[src/hdl/mfde_pkg.sv]
package mfde_pkg;

    // default store geometry
    localparam int MAX_WIDTH_DEF  = 256;
    localparam int MAX_HEIGHT_DEF = 64;

    // command codes
    localparam logic [2:0] MODE_FILL    = 3'd0;
    localparam logic [2:0] MODE_OUTLINE = 3'd1;
    localparam logic [2:0] MODE_CURSOR  = 3'd2;
    localparam logic [2:0] MODE_CLEAR   = 3'd3;
    localparam logic [2:0] MODE_READ    = 3'd4;

    // configuration register indexes
    localparam logic REG_SCREEN_WIDTH  = 1'b0;
    localparam logic REG_SCREEN_HEIGHT = 1'b1;

    // controller to datapath
    typedef struct packed {
        logic load;
        logic setup;
        logic step;
        logic push;
    } mfde_cmd_t;

    // datapath to controller
    typedef struct packed {
        logic walk_done;
        logic out_full;
    } mfde_stat_t;

endpackage

[src/hdl/mfde_ctrl.sv]
module mfde_ctrl (
    input  logic                  aclk,
    input  logic                  aresetn,
    input  logic                  s_valid,
    output logic                  s_ready,
    input  logic                  m_ready,
    input  mfde_pkg::mfde_stat_t  stat,
    output mfde_pkg::mfde_cmd_t   cmd
);
    import mfde_pkg::*;

    localparam logic [2:0] ST_IDLE  = 3'd0;
    localparam logic [2:0] ST_SETUP = 3'd1;
    localparam logic [2:0] ST_WALK  = 3'd2;
    localparam logic [2:0] ST_DRAIN = 3'd3;
    localparam logic [2:0] ST_DONE  = 3'd4;

    logic [2:0] state_reg;
    logic [2:0] state_next;

    always_comb begin
        state_next = state_reg;
        cmd        = '0;
        s_ready    = 1'b0;
        unique case (state_reg)
            ST_IDLE: begin
                s_ready = 1'b1;
                if (s_valid) begin
                    cmd.load   = 1'b1;
                    state_next = ST_SETUP;
                end
            end
            ST_SETUP: begin
                cmd.setup  = 1'b1;
                state_next = ST_WALK;
            end
            ST_WALK: begin
                if (stat.walk_done) begin
                    state_next = ST_DRAIN;
                end else begin
                    cmd.step = 1'b1;
                end
            end
            // spare state after the last row write
            ST_DRAIN: begin
                state_next = ST_DONE;
            end
            ST_DONE: begin
                if (!stat.out_full || m_ready) begin
                    cmd.push   = 1'b1;
                    state_next = ST_IDLE;
                end
            end
            default: begin
                state_next = ST_IDLE;
            end
        endcase
    end

    always_ff @(posedge aclk) begin
        if (!aresetn) begin
            state_reg <= ST_IDLE;
        end else begin
            state_reg <= state_next;
        end
    end

endmodule

[config.mk]
export PLATFORM = sky130hd
export DESIGN_NAME = mfde_ctrl
export DESIGN_NICKNAME = d
export VERILOG_FILES = /design/src/hdl/mfde_pkg.sv /design/src/hdl/mfde_ctrl.sv
export SDC_FILE = /design/constraint.sdc
export NUM_CORES = 1
export LEC_CHECK = 0
export BUFFER_PORTS_ARGS = -buffer_cell sky130_fd_sc_hd__buf_4
export CELL_PAD_IN_SITES_DETAIL_PLACEMENT = 1
export CELL_PAD_IN_SITES_GLOBAL_PLACEMENT = 2
export CORE_AREA = 2 2 39 41
export CTS_BUF_LIST = sky130_fd_sc_hd__clkbuf_8 sky130_fd_sc_hd__clkbuf_16
export DETAILED_ROUTE_END_ITERATION = 10
export DIE_AREA = 0 0 41 43
export GPL_TIMING_DRIVEN = 0
export PLACE_DENSITY_LB_ADDON = 0.05
export SYNTH_ARGS = -nofsm -noshare
export SYNTH_HDL_FRONTEND = slang
export SYNTH_SLANG_ARGS = --single-unit
[constraint.sdc]
create_clock -name aclk -period 2.39 [get_ports aclk]
set_input_delay 0.3585 -clock aclk [delete_from_list [all_inputs] [get_ports aclk]]
set_output_delay 0.3585 -clock aclk [all_outputs]
set_load 0.005 [all_outputs]
==> impl_metrics.csv, run 1 <==
group,metric,value,unit
synthesis,ys_seq_area_share,34.53,%
finish,final_cells,49,
detailed_routing,ant_nets,0,
finish,area_delta_synth_final,80.58,%
setup_path,worstSetupStartpoint,"state_reg[2]",
synthesis,synth_area_leaders,"dfxtp_1, nor4b_1, buf_6, mux2i_1, or3b_1",
finish,diodes,0,
detailed_routing,via_per_inst,3.918,
sta,final.min_clock_period,1.658,ns
synthesis,yosysWarnings,0,
synthesis,ys.flop_type,"dfxtp_1",
placed_design,dp_cells,45,
cts,postCtsSetupBuffers,0,
setup_path,rr_worst_depth,2,
global_route,grt_max_degree,9,
setup_path,worstReg2RegStart,"state_reg[2]",
global_route,grt_busiest_layer,"met2",
synthesis,synthArstFlopShare,0,%
sta,tightest_slew,0.2529,ns
finish,drive_above_1_share,42.42,%
setup_path,rrSetupSlack,1.33,ns
detailed_routing,wire_per_inst,10.06,um
synthesis,yosysTopAreaCell,"dfxtp_1",
cts,max-clock-path-buffers,2,
detailed_routing,wl,493,um
setup_path,crit_path_max_incr_delay,0.43,ns
synthesis,synthTopCellsByCount,"dfxtp_1, nor4b_1",
synthesis,netlist_area,173.9,sq um
global_route,overflow,0,
global_route,antenna_found_initial,0,
setup_path,rr_endpoint,"state_reg[2]",
global_route,use_met1,7.325,%
cts,clock_latency,0.21,ns
setup_path,crit_cells,3,
cts,path_clk_slew,0.03,ns
global_route,grtUsageMet2,9.688,%
sta,relSlewSlack,82.90,%
run,cap_violations,0,
finish,largest_reg_flops,3,
die,io_pins,11,
synthesis,avgSynthCellArea,9.154,sq um
detailed_routing,drtIter0Drc,0,
placed_design,portBuffers,10,
power_and_ir_drop,leakagePower,0.1341,nW
sta,finalSetupViolations,0,
finish,fin_area,314.1,sq um
synthesis,syn_nets,25,
power_and_ir_drop,power_density,776.0,nW/um^2
sta,final_hold_viol_count,0,
cts,h-tree-depth,1,
setup_path,required,2.03,ns
die,die_y,43,um
cts,cts.sinks,3,
setup_path,crit_fanout,7,
cts,numCtsBuffers,3,
setup_path,critPathTopFamily,"flip-flops",
synthesis,syn_inst,19,
synthesis,yosys.area.top_type_share,34.53,%
global_route,gr-usage-all-layers,6.907,%
sta,skew,0.00001564,ns
outcome,status,"finished, final reports clean",
die,num_rows,14,
sta,period_share,69.38,%
sta,max_clock_freq,0.6031,GHz
setup_path,end_kind,"output port",
global_route,grt_pass1_vias,205,
placed_design,place_area,269.0,sq um
global_route,grt_pass1_wl,793,um
cts,cts_tree,"yes",
synthesis,synth-seq-cells,3,
setup_path,setup.worst_path.end,"cmd[0]",
finish,final_util,22.69,%
global_route,grtUsageMet3,4.712,%
cts,post_cts_resized,0,
setup_path,path_buf_inv,1,
setup_path,crit_type,"flip-flop to output port",
setup_path,start_kind,"flip-flop",
power_and_ir_drop,irDropWorstVdd,0.0003762,V
die,die_w,41,um
cts,postCtsHoldBufs,0,
setup_path,crit_chain,"or3b_1 > a21oi_1 > buf_4",
detailed_routing,drc_errors,0,
detailed_routing,vias,192,
die,core-area,1384,sq um
detailed_routing,drt_pass1_iterations,1,
die,start_util,12.57,%
setup_path,crit_arrival,1.30,ns
worst_hold_path,hp-class,"input pin to flip-flop",
synthesis,synth_edf_count,0,
sta,finalSetupTns,0,ns
setup_path,crit_slowest_cell,"dfxtp_1",
sta,drv_slew,0,
finish,nets,40,
cts,cts-root-buf,"clkbuf_8",
die,dieArea,1763,sq um
placed_design,gp_congestion,0.5870,
sta,grt_setup_unrepaired,"no",
synthesis,ys_types,15,
[metal layers]
metal	share of wire [%]	vias up
met2	52	6
met5	0	-
met3	9.9	0
met1	38	89
met4	0	0
li1	-	97
[layout by cell type (no fill, tap or decap)]
cell,n
buf_6,1
o22ai_1,1
nor4b_1,3
clkbuf_8,3
inv_1,2
a21oi_1,1
nand3b_1,1
nor2_1,1
nor3b_1,1
nor3_1,1
nand2_1,1
mux2i_1,1
buf_4,10
nand2b_1,1
dfxtp_1,3
xnor2_1,1
or3b_1,1
[cell type report]
class	instances	area [sq um]
repair buffers	10	75.07
plain buffers	1	11.26
flip-flops and latches	3	60.06
clock buffers	3	41.29
clock inverters	1	3.754
well taps	16	20.02
fillers	165	1070
inverters	1	3.754
multi-input cells	14	98.84
[logic make-up after synthesis]
group / count (synthesis) / synth area share (%)
AO/OA/AOI/OAI: 2 / 6.474
XOR/XNOR: 1 / 5.037
buffers and inverters: 2 / 8.631
flip-flops: 3 / 34.53
multiplexers: 1 / 5.756
AND/OR/NAND/NOR: 10 / 39.57
[report_power, final]
part | switching (mW) | total, mW | internal [mW]
registers | 0.00471 | 0.0593 | 0.0546
logic | 0.0168 | 0.0452 | 0.0284
clock network | 0.0302 | 0.139 | 0.109
[worst min-delay path by stage]
stage,slack [ns],endpoint,from,depth (start not counted)
after floorplan,0.49,state_reg[1],state_reg[2],1
after global placement,0.56,state_reg[1],state_reg[2],1
after detailed placement,0.56,state_reg[1],state_reg[2],1
after CTS,0.44,state_reg[1],aresetn,2
after global routing,0.46,state_reg[1],aresetn,2
final,0.45,state_reg[2],aresetn,3
[metrics by stage]
stage                     total power [mW]  setup slack (ns)  hold WS, ns
final                               0.2437            0.7318       0.4466
after global routing                0.2609            0.6080       0.4561
after CTS                           0.2511            0.7160       0.4446
after detailed placement            0.1063            0.9496       0.5624
after global placement              0.1057            0.9651       0.5561
after floorplan                    0.08220             1.121       0.4862
[worst min-delay path, stage by stage]
cell     delay (ns)
buf_4          0.12
nand2_1        0.06
o22ai_1        0.06
(Power assumes the default switching activity.)
==> run 2, diff against run 1 <==
--- a/config.mk
+++ b/config.mk
@@ -5,6 +5,7 @@
 export SDC_FILE = /design/constraint.sdc
 export NUM_CORES = 1
 export LEC_CHECK = 0
+export ABC_AREA = 1
 export BUFFER_PORTS_ARGS = -buffer_cell sky130_fd_sc_hd__buf_4
 export CELL_PAD_IN_SITES_DETAIL_PLACEMENT = 1
 export CELL_PAD_IN_SITES_GLOBAL_PLACEMENT = 2
==> constraint.sdc (replaced) <==
create_clock -name aclk -period 1.7 [get_ports aclk]
set_input_delay 0.255 -clock aclk [delete_from_list [all_inputs] [get_ports aclk]]
set_output_delay 0.255 -clock aclk [all_outputs]
set_load 0.005 [all_outputs]
==> run 2 against run 1 <==
  * Sequential share of layout area rose by 0.23 points
  * Clock skew rose by 0.0021 ns
  * Area after synthesis fell by 2.2%
  * Synthesized cell count rose by 47%
  * Cell count rose by 18%
  * Global-route usage rose by 0.71 points
==> impl_metrics.csv, run 2 <==
group,metric,value,unit
die,num_rows,14,
die,die_y,43,um
cts,clock_latency,0.21,ns
detailed_routing,via_per_inst,3.655,
sta,final.min_clock_period,1.333,ns
cts,max-clock-path-buffers,2,
finish,diodes,0,
cts,post_cts_resized,0,
die,core-area,1384,sq um
synthesis,synth_edf_count,0,
power_and_ir_drop,irDropWorstVdd,0.0003579,V
sta,final_hold_viol_count,0,
worst_hold_path,worst_hold_path.num_cells,3,
global_route,grt_max_degree,7,
sta,tightest_slew,0.2303,ns
cts,path_clk_slew,0.03,ns
synthesis,synth_top_family_by_area,"simple AND/OR/NAND/NOR gates",
sta,grt_setup_unrepaired,"no",
cts,cts.sinks,3,
worst_hold_path,hp-class,"input pin to flip-flop",
synthesis,synthTopCellsByCount,"inv_1, nand3_1, nor2_1, dfxtp_1",
setup_path,rr_worst_depth,4,
sta,skew,0.002095,ns
outcome,status,"finished, final reports clean",
setup_path,crit_arrival,1.08,ns
synthesis,synth_area_leaders,"dfxtp_1, inv_1, nand3_1, nor2_1, a21oi_1",
synthesis,yosys.area.top_type_share,35.29,%
die,start_util,12.30,%
global_route,overflow,0,
synthesis,synth-seq-cells,3,
power_and_ir_drop,power_density,1214,nW/um^2
synthesis,syn_nets,34,
synthesis,ys_seq_area_share,35.29,%
detailed_routing,ant_nets,0,
setup_path,start_kind,"flip-flop",
finish,final_cell_mix,"buf_4, inv_1, nand3_1, nor2_1",
detailed_routing,wl,529,um
synthesis,yosysTopAreaCell,"dfxtp_1",
finish,drive_above_1_share,35.71,%
setup_path,rrSetupSlack,0.77,ns
sta,drv_slew,0,
finish,largest_reg_flops,3,
global_route,gr-usage-all-layers,7.615,%
run,cap_violations,0,
synthesis,yosysWarnings,0,
synthesis,yosysMostFrequentCell,"inv_1",
global_route,grt_pass1_wl,897,um
sta,hold_slack,0.3000,ns
cts,postCtsHoldBufs,0,
synthesis,syn_inst,28,
cts,h-tree-depth,1,
sta,relSlewSlack,84.51,%
setup_path,crit_type,"flip-flop to output port",
die,die_w,41,um
setup_path,end_kind,"output port",
detailed_routing,vias,212,
cts,numCtsBuffers,3,
detailed_routing,wire_per_inst,9.121,um
finish,multi_input_area,76.32,sq um
die,dieArea,1763,sq um
cts,postCtsSetupBuffers,0,
synthesis,ys.flop_type,"dfxtp_1",
setup_path,worstReg2RegStart,"state_reg[0]",
synthesis,synth_xor_area_share,0,%
die,io_pins,11,
synthesis,synth_mux_area_share,0,%
placed_design,portBuffers,10,
sta,period_share,78.43,%
synthesis,synthSimpleGateAreaFrac,38.97,%
placed_design,gp_congestion,0.5803,
cts,cts_tree,"yes",
finish,nets,49,
power_and_ir_drop,leakagePower,0.1741,nW
setup_path,crit_slowest_cell,"dfxtp_1",
cts,cts-root-buf,"clkbuf_8",
finish,nFillCells,179,
setup_path,rr_endpoint,"state_reg[0]",
sta,finalSetupViolations,0,
synthesis,ys_types,10,
synthesis,synthArstFlopShare,0,%
worst_hold_path,min_to,"state_reg[1]",
power_and_ir_drop,power,376.8,uW
setup_path,crit_fanout,5,
detailed_routing,drc_errors,0,
detailed_routing,drtIter0Drc,4,
finish,layout.cells.most_common,"buf_4",
worst_hold_path,hp-start,"aresetn",
synthesis,avgSynthCellArea,6.077,sq um
setup_path,crit_path_max_incr_delay,0.35,ns
setup_path,crit_chain,"nor2_2 > nand2_1 > nor2_1 > buf_4",
sta,max_clock_freq,0.7500,GHz
global_route,grt_pass1_vias,223,
finish,register_area,60.06,sq um
synthesis,synth-compound-area-share,5.882,%
global_route,antenna_found_initial,0,
finish,area_delta_synth_final,82.35,%
synthesis,synth_fa_ha_area_share,0,%
synthesis,netlist_area,170.2,sq um
setup_path,required,1.44,ns
detailed_routing,drt_pass1_iterations,2,
sta,finalSetupTns,0,ns
[run 2: worst max path at each step]
| stage | start | endpoint | slack, ns | depth (start not counted) |
|---|---|---|---|---|
| 2_1_floorplan | state_reg[2] | cmd[0] | 0.77 | 2 |
| 3_3_place_gp | state_reg[0] | cmd[1] | 0.59 | 4 |
| 3_5_place_dp | state_reg[0] | cmd[3] | 0.59 | 4 |
| 4_1_cts | state_reg[0] | cmd[3] | 0.35 | 4 |
| 5_1_grt | state_reg[2] | cmd[3] | 0.26 | 4 |
| 6_report | state_reg[0] | cmd[3] | 0.37 | 4 |
[run 2: kinds of logic after synthesis]
group	Yosys count
AND/OR/NAND/NOR	14
AO/OA/AOI/OAI	2
buffers and inverters	9
flip-flops	3
[run 2: worst max-delay path, delay by kind of cell (launching register included)]
family	cells	cell delay [ns]
flops	1	0.35
buf+inv	1	0.12
simple gates	3	0.41
[run 2: area by class of cell]
| type | count | area share [%] |
|---|---|---|
| clock inverter | 1 | 1.210 |
| inverter | 9 | 10.89 |
| clock buffer | 3 | 13.31 |
| timing repair buffer | 10 | 24.19 |
| tap | 16 | 6.452 |
| sequential | 3 | 19.35 |
| multi-input combinational | 16 | 24.60 |
[run 2: metrics by stage]
step           cells  setup WS, ns  instance area [sq um]  utilization [%]
6_report          58        0.3667                  310.3            22.42
5_1_grt           58        0.2590                  310.3            22.42
4_1_cts           58        0.3492                  310.3            22.42
3_5_place_dp      54        0.5902                  265.3            19.17
3_3_place_gp      54        0.5925                  265.3            19.17
2_1_floorplan     28        0.7723                  170.2                -
[run 2: power by group]
| part | internal [mW] | switching (mW) |
|---|---|---|
| combinational | 0.0437 | 0.0388 |
| sequential | 0.0796 | 0.0137 |
| clock | 0.154 | 0.0472 |
[run 2: per-layer routing]
metal | track usage [%] | vias to the layer above | wire (um)
met5 | 0 | - | 0
met4 | 6.000 | 0 | 0
met3 | 3.141 | 0 | 30
met2 | 9.375 | 5 | 240
met1 | 9.904 | 93 | 259
li1 | - | 114 | -
==> run 3, diff against run 2 <==
--- a/config.mk
+++ b/config.mk
@@ -5,7 +5,7 @@
 export SDC_FILE = /design/constraint.sdc
 export NUM_CORES = 1
 export LEC_CHECK = 0
-export ABC_AREA = 1
+export ABC_AREA = 0
 export BUFFER_PORTS_ARGS = -buffer_cell sky130_fd_sc_hd__buf_4
 export CELL_PAD_IN_SITES_DETAIL_PLACEMENT = 1
 export CELL_PAD_IN_SITES_GLOBAL_PLACEMENT = 2
==> constraint.sdc (replaced) <==
create_clock -name aclk -period 1.15 [get_ports aclk]
set_input_delay 0.1725 -clock aclk [delete_from_list [all_inputs] [get_ports aclk]]
set_output_delay 0.1725 -clock aclk [all_outputs]
set_load 0.005 [all_outputs]
==> run 3 against run 2 <==
  * The run now ends with setup timing left
  * Count of clock-buffer cells in the layout is the same
  * Worst setup slack lost 0.56 ns
  * Non-clock buffer count grew 7
  * Combinational power grew 100%
  * Sequential share of layout area shrank 3.5 points
  * Critical path type unchanged
==> impl_metrics.csv, run 3 (synthesis gave the netlist of run 1 again) <==
group,metric,value,unit
outcome,status,"finished, violations left",
outcome,violations,"setup timing",
power_and_ir_drop,irDropWorstVdd,0.0009064,V
finish,multi_input_area,156.4,sq um
finish,nFillCells,162,
worst_hold_path,hp-class,"input pin to flip-flop",
finish,largest_reg_flops,3,
finish,diodes,0,
finish,nets,46,
setup_path,rrSetupSlack,0.10,ns
power_and_ir_drop,p_seq_share,20.8,%
sta,grt_setup_unrepaired,"yes",
finish,final_cells,55,
setup_path,crit_fanout,2,
power_and_ir_drop,power_density,1287,nW/um^2
finish,fin_area,449.2,sq um
setup_path,crit_type,"flip-flop to output port",
detailed_routing,drtIter0Drc,0,
cts,cts-root-buf,"clkbuf_8",
detailed_routing,drc_errors,0,
power_and_ir_drop,switching_share,23.76,%
cts,cts_tree,"yes",
global_route,antenna_found_initial,0,
die,die_y,43,um
detailed_routing,via_per_inst,4.073,
cts,postCtsHoldBufs,0,
die,dieArea,1763,sq um
detailed_routing,wire_per_inst,13.00,um
cts,numCtsBuffers,3,
finish,area_delta_synth_final,158.3,%
setup_path,end_kind,"output port",
sta,finalSetupTns,-0.4446,ns
sta,final.min_clock_period,1.341,ns
placed_design,dp_cells,45,
cts,clock_latency,0.21,ns
setup_path,crit_slowest_cell,"or3b_4",
run,cap_violations,0,
sta,final_hold_viol_count,0,
placed_design,gp_congestion,0.5870,
global_route,grt_pass1_vias,239,
power_and_ir_drop,power_frac_clock,50.7,%
placed_design,portBuffers,10,
setup_path,start_kind,"flip-flop",
sta,max_clock_freq,0.7458,GHz
placed_design,place_area,269.0,sq um
cts,h-tree-depth,1,
detailed_routing,vias,224,
die,die_w,41,um
power_and_ir_drop,p_int,440.8,uW
sta,finalSetupViolations,4,
detailed_routing,wl,715,um
power_and_ir_drop,leakagePower,0.1897,nW
setup_path,crit_chain,"or3b_4 > a21oi_2 > buf_4",
sta,skew,0.003345,ns
sta,drv_slew,0,
setup_path,crit_arrival,1.17,ns
sta,setup_ws,-0.1908,ns
power_and_ir_drop,pwr-share-comb,28.6,%
cts,path_clk_slew,0.03,ns
die,num_rows,14,
die,start_util,12.57,%
cts,max-clock-path-buffers,2,
finish,register_area,71.32,sq um
setup_path,required,0.98,ns
finish,layout.cells.most_common,"buf_4",
detailed_routing,ant_nets,0,
detailed_routing,drt_pass1_iterations,1,
global_route,overflow,0,
cts,cts.sinks,3,
global_route,grt_pass1_wl,1124,um
power_and_ir_drop,p_switching,137.4,uW
sta,period_share,116.6,%
finish,drive_above_1_share,76.92,%
die,core-area,1384,sq um
finish,final_cell_mix,"buf_4, clkbuf_8, dfxtp_4",
sta,relSlewSlack,86.17,%
sta,tightest_slew,0.2046,ns
finish,final_util,32.46,%
global_route,grt_max_degree,8,
setup_path,crit_path_max_incr_delay,0.38,ns
die,io_pins,11,
global_route,gr-usage-all-layers,9.719,%
run 3: final timing paths:
path,startpoint,endpoint,cells after the start
worst max-delay path,state_reg[2],cmd[0],3
worst min-delay path,aresetn,state_reg[1],2
worst max register to register,state_reg[2],state_reg[2],5
worst min register to register,state_reg[1],state_reg[2],2
run 3: layer usage:
layer	share of wire, %	vias up	track usage (%)
met2	55	6	15.63
met3	6.9	0	4.712
met5	0	-	0
met4	0	0	2.000
met1	38	109	11.18
li1	-	109	-
run 3: per-stage QoR:
stage / total power, mW / setup WS (ns) / hold WS [ns]
after floorplan: 0.1708 / 0.06707 / 0.3296
after global placement: 0.2196 / -0.08889 / 0.4777
after detailed placement: 0.2209 / -0.1044 / 0.4834
after CTS: 0.5728 / -0.1942 / 0.2489
after global routing: 0.6149 / -0.2216 / 0.2623
final: 0.5782 / -0.1908 / 0.2582
run 3: layout make-up:
type	count	share of cell area, %
Multi-Input combinational cell	14	34.82
Timing Repair Buffer	17	33.98
Sequential cell	3	15.88
Clock buffer	3	9.192
Tap cell	16	4.457
Clock inverter	1	0.8357
Inverter	1	0.8357
run 3: power groups by stage:
stage / registers (mW) / clock network, mW / logic (mW)
2_1_floorplan: 0.122 / 0 / 0.0489
6_report: 0.120 / 0.293 / 0.165
4_1_cts: 0.120 / 0.301 / 0.152
5_1_grt: 0.121 / 0.313 / 0.180
3_5_place_dp: 0.125 / 0 / 0.0960
3_3_place_gp: 0.124 / 0 / 0.0952
run 3: what timing repair did:
| action | in CTS | in global routing |
|---|---|---|
| resized for setup | 14 | 2 |
| endpoints found under the setup margin | 4 | 5 |
| setup buffers | 6 | 1 |
| pin swaps | 3 | 1 |
run 3: worst max-delay path, delay by kind of cell, from the launching register on:
kind / cells / cell delay [ns]
compound gates: 1 / 0.11
buf+inv: 1 / 0.12
flops: 1 / 0.34
simple gates: 1 / 0.38
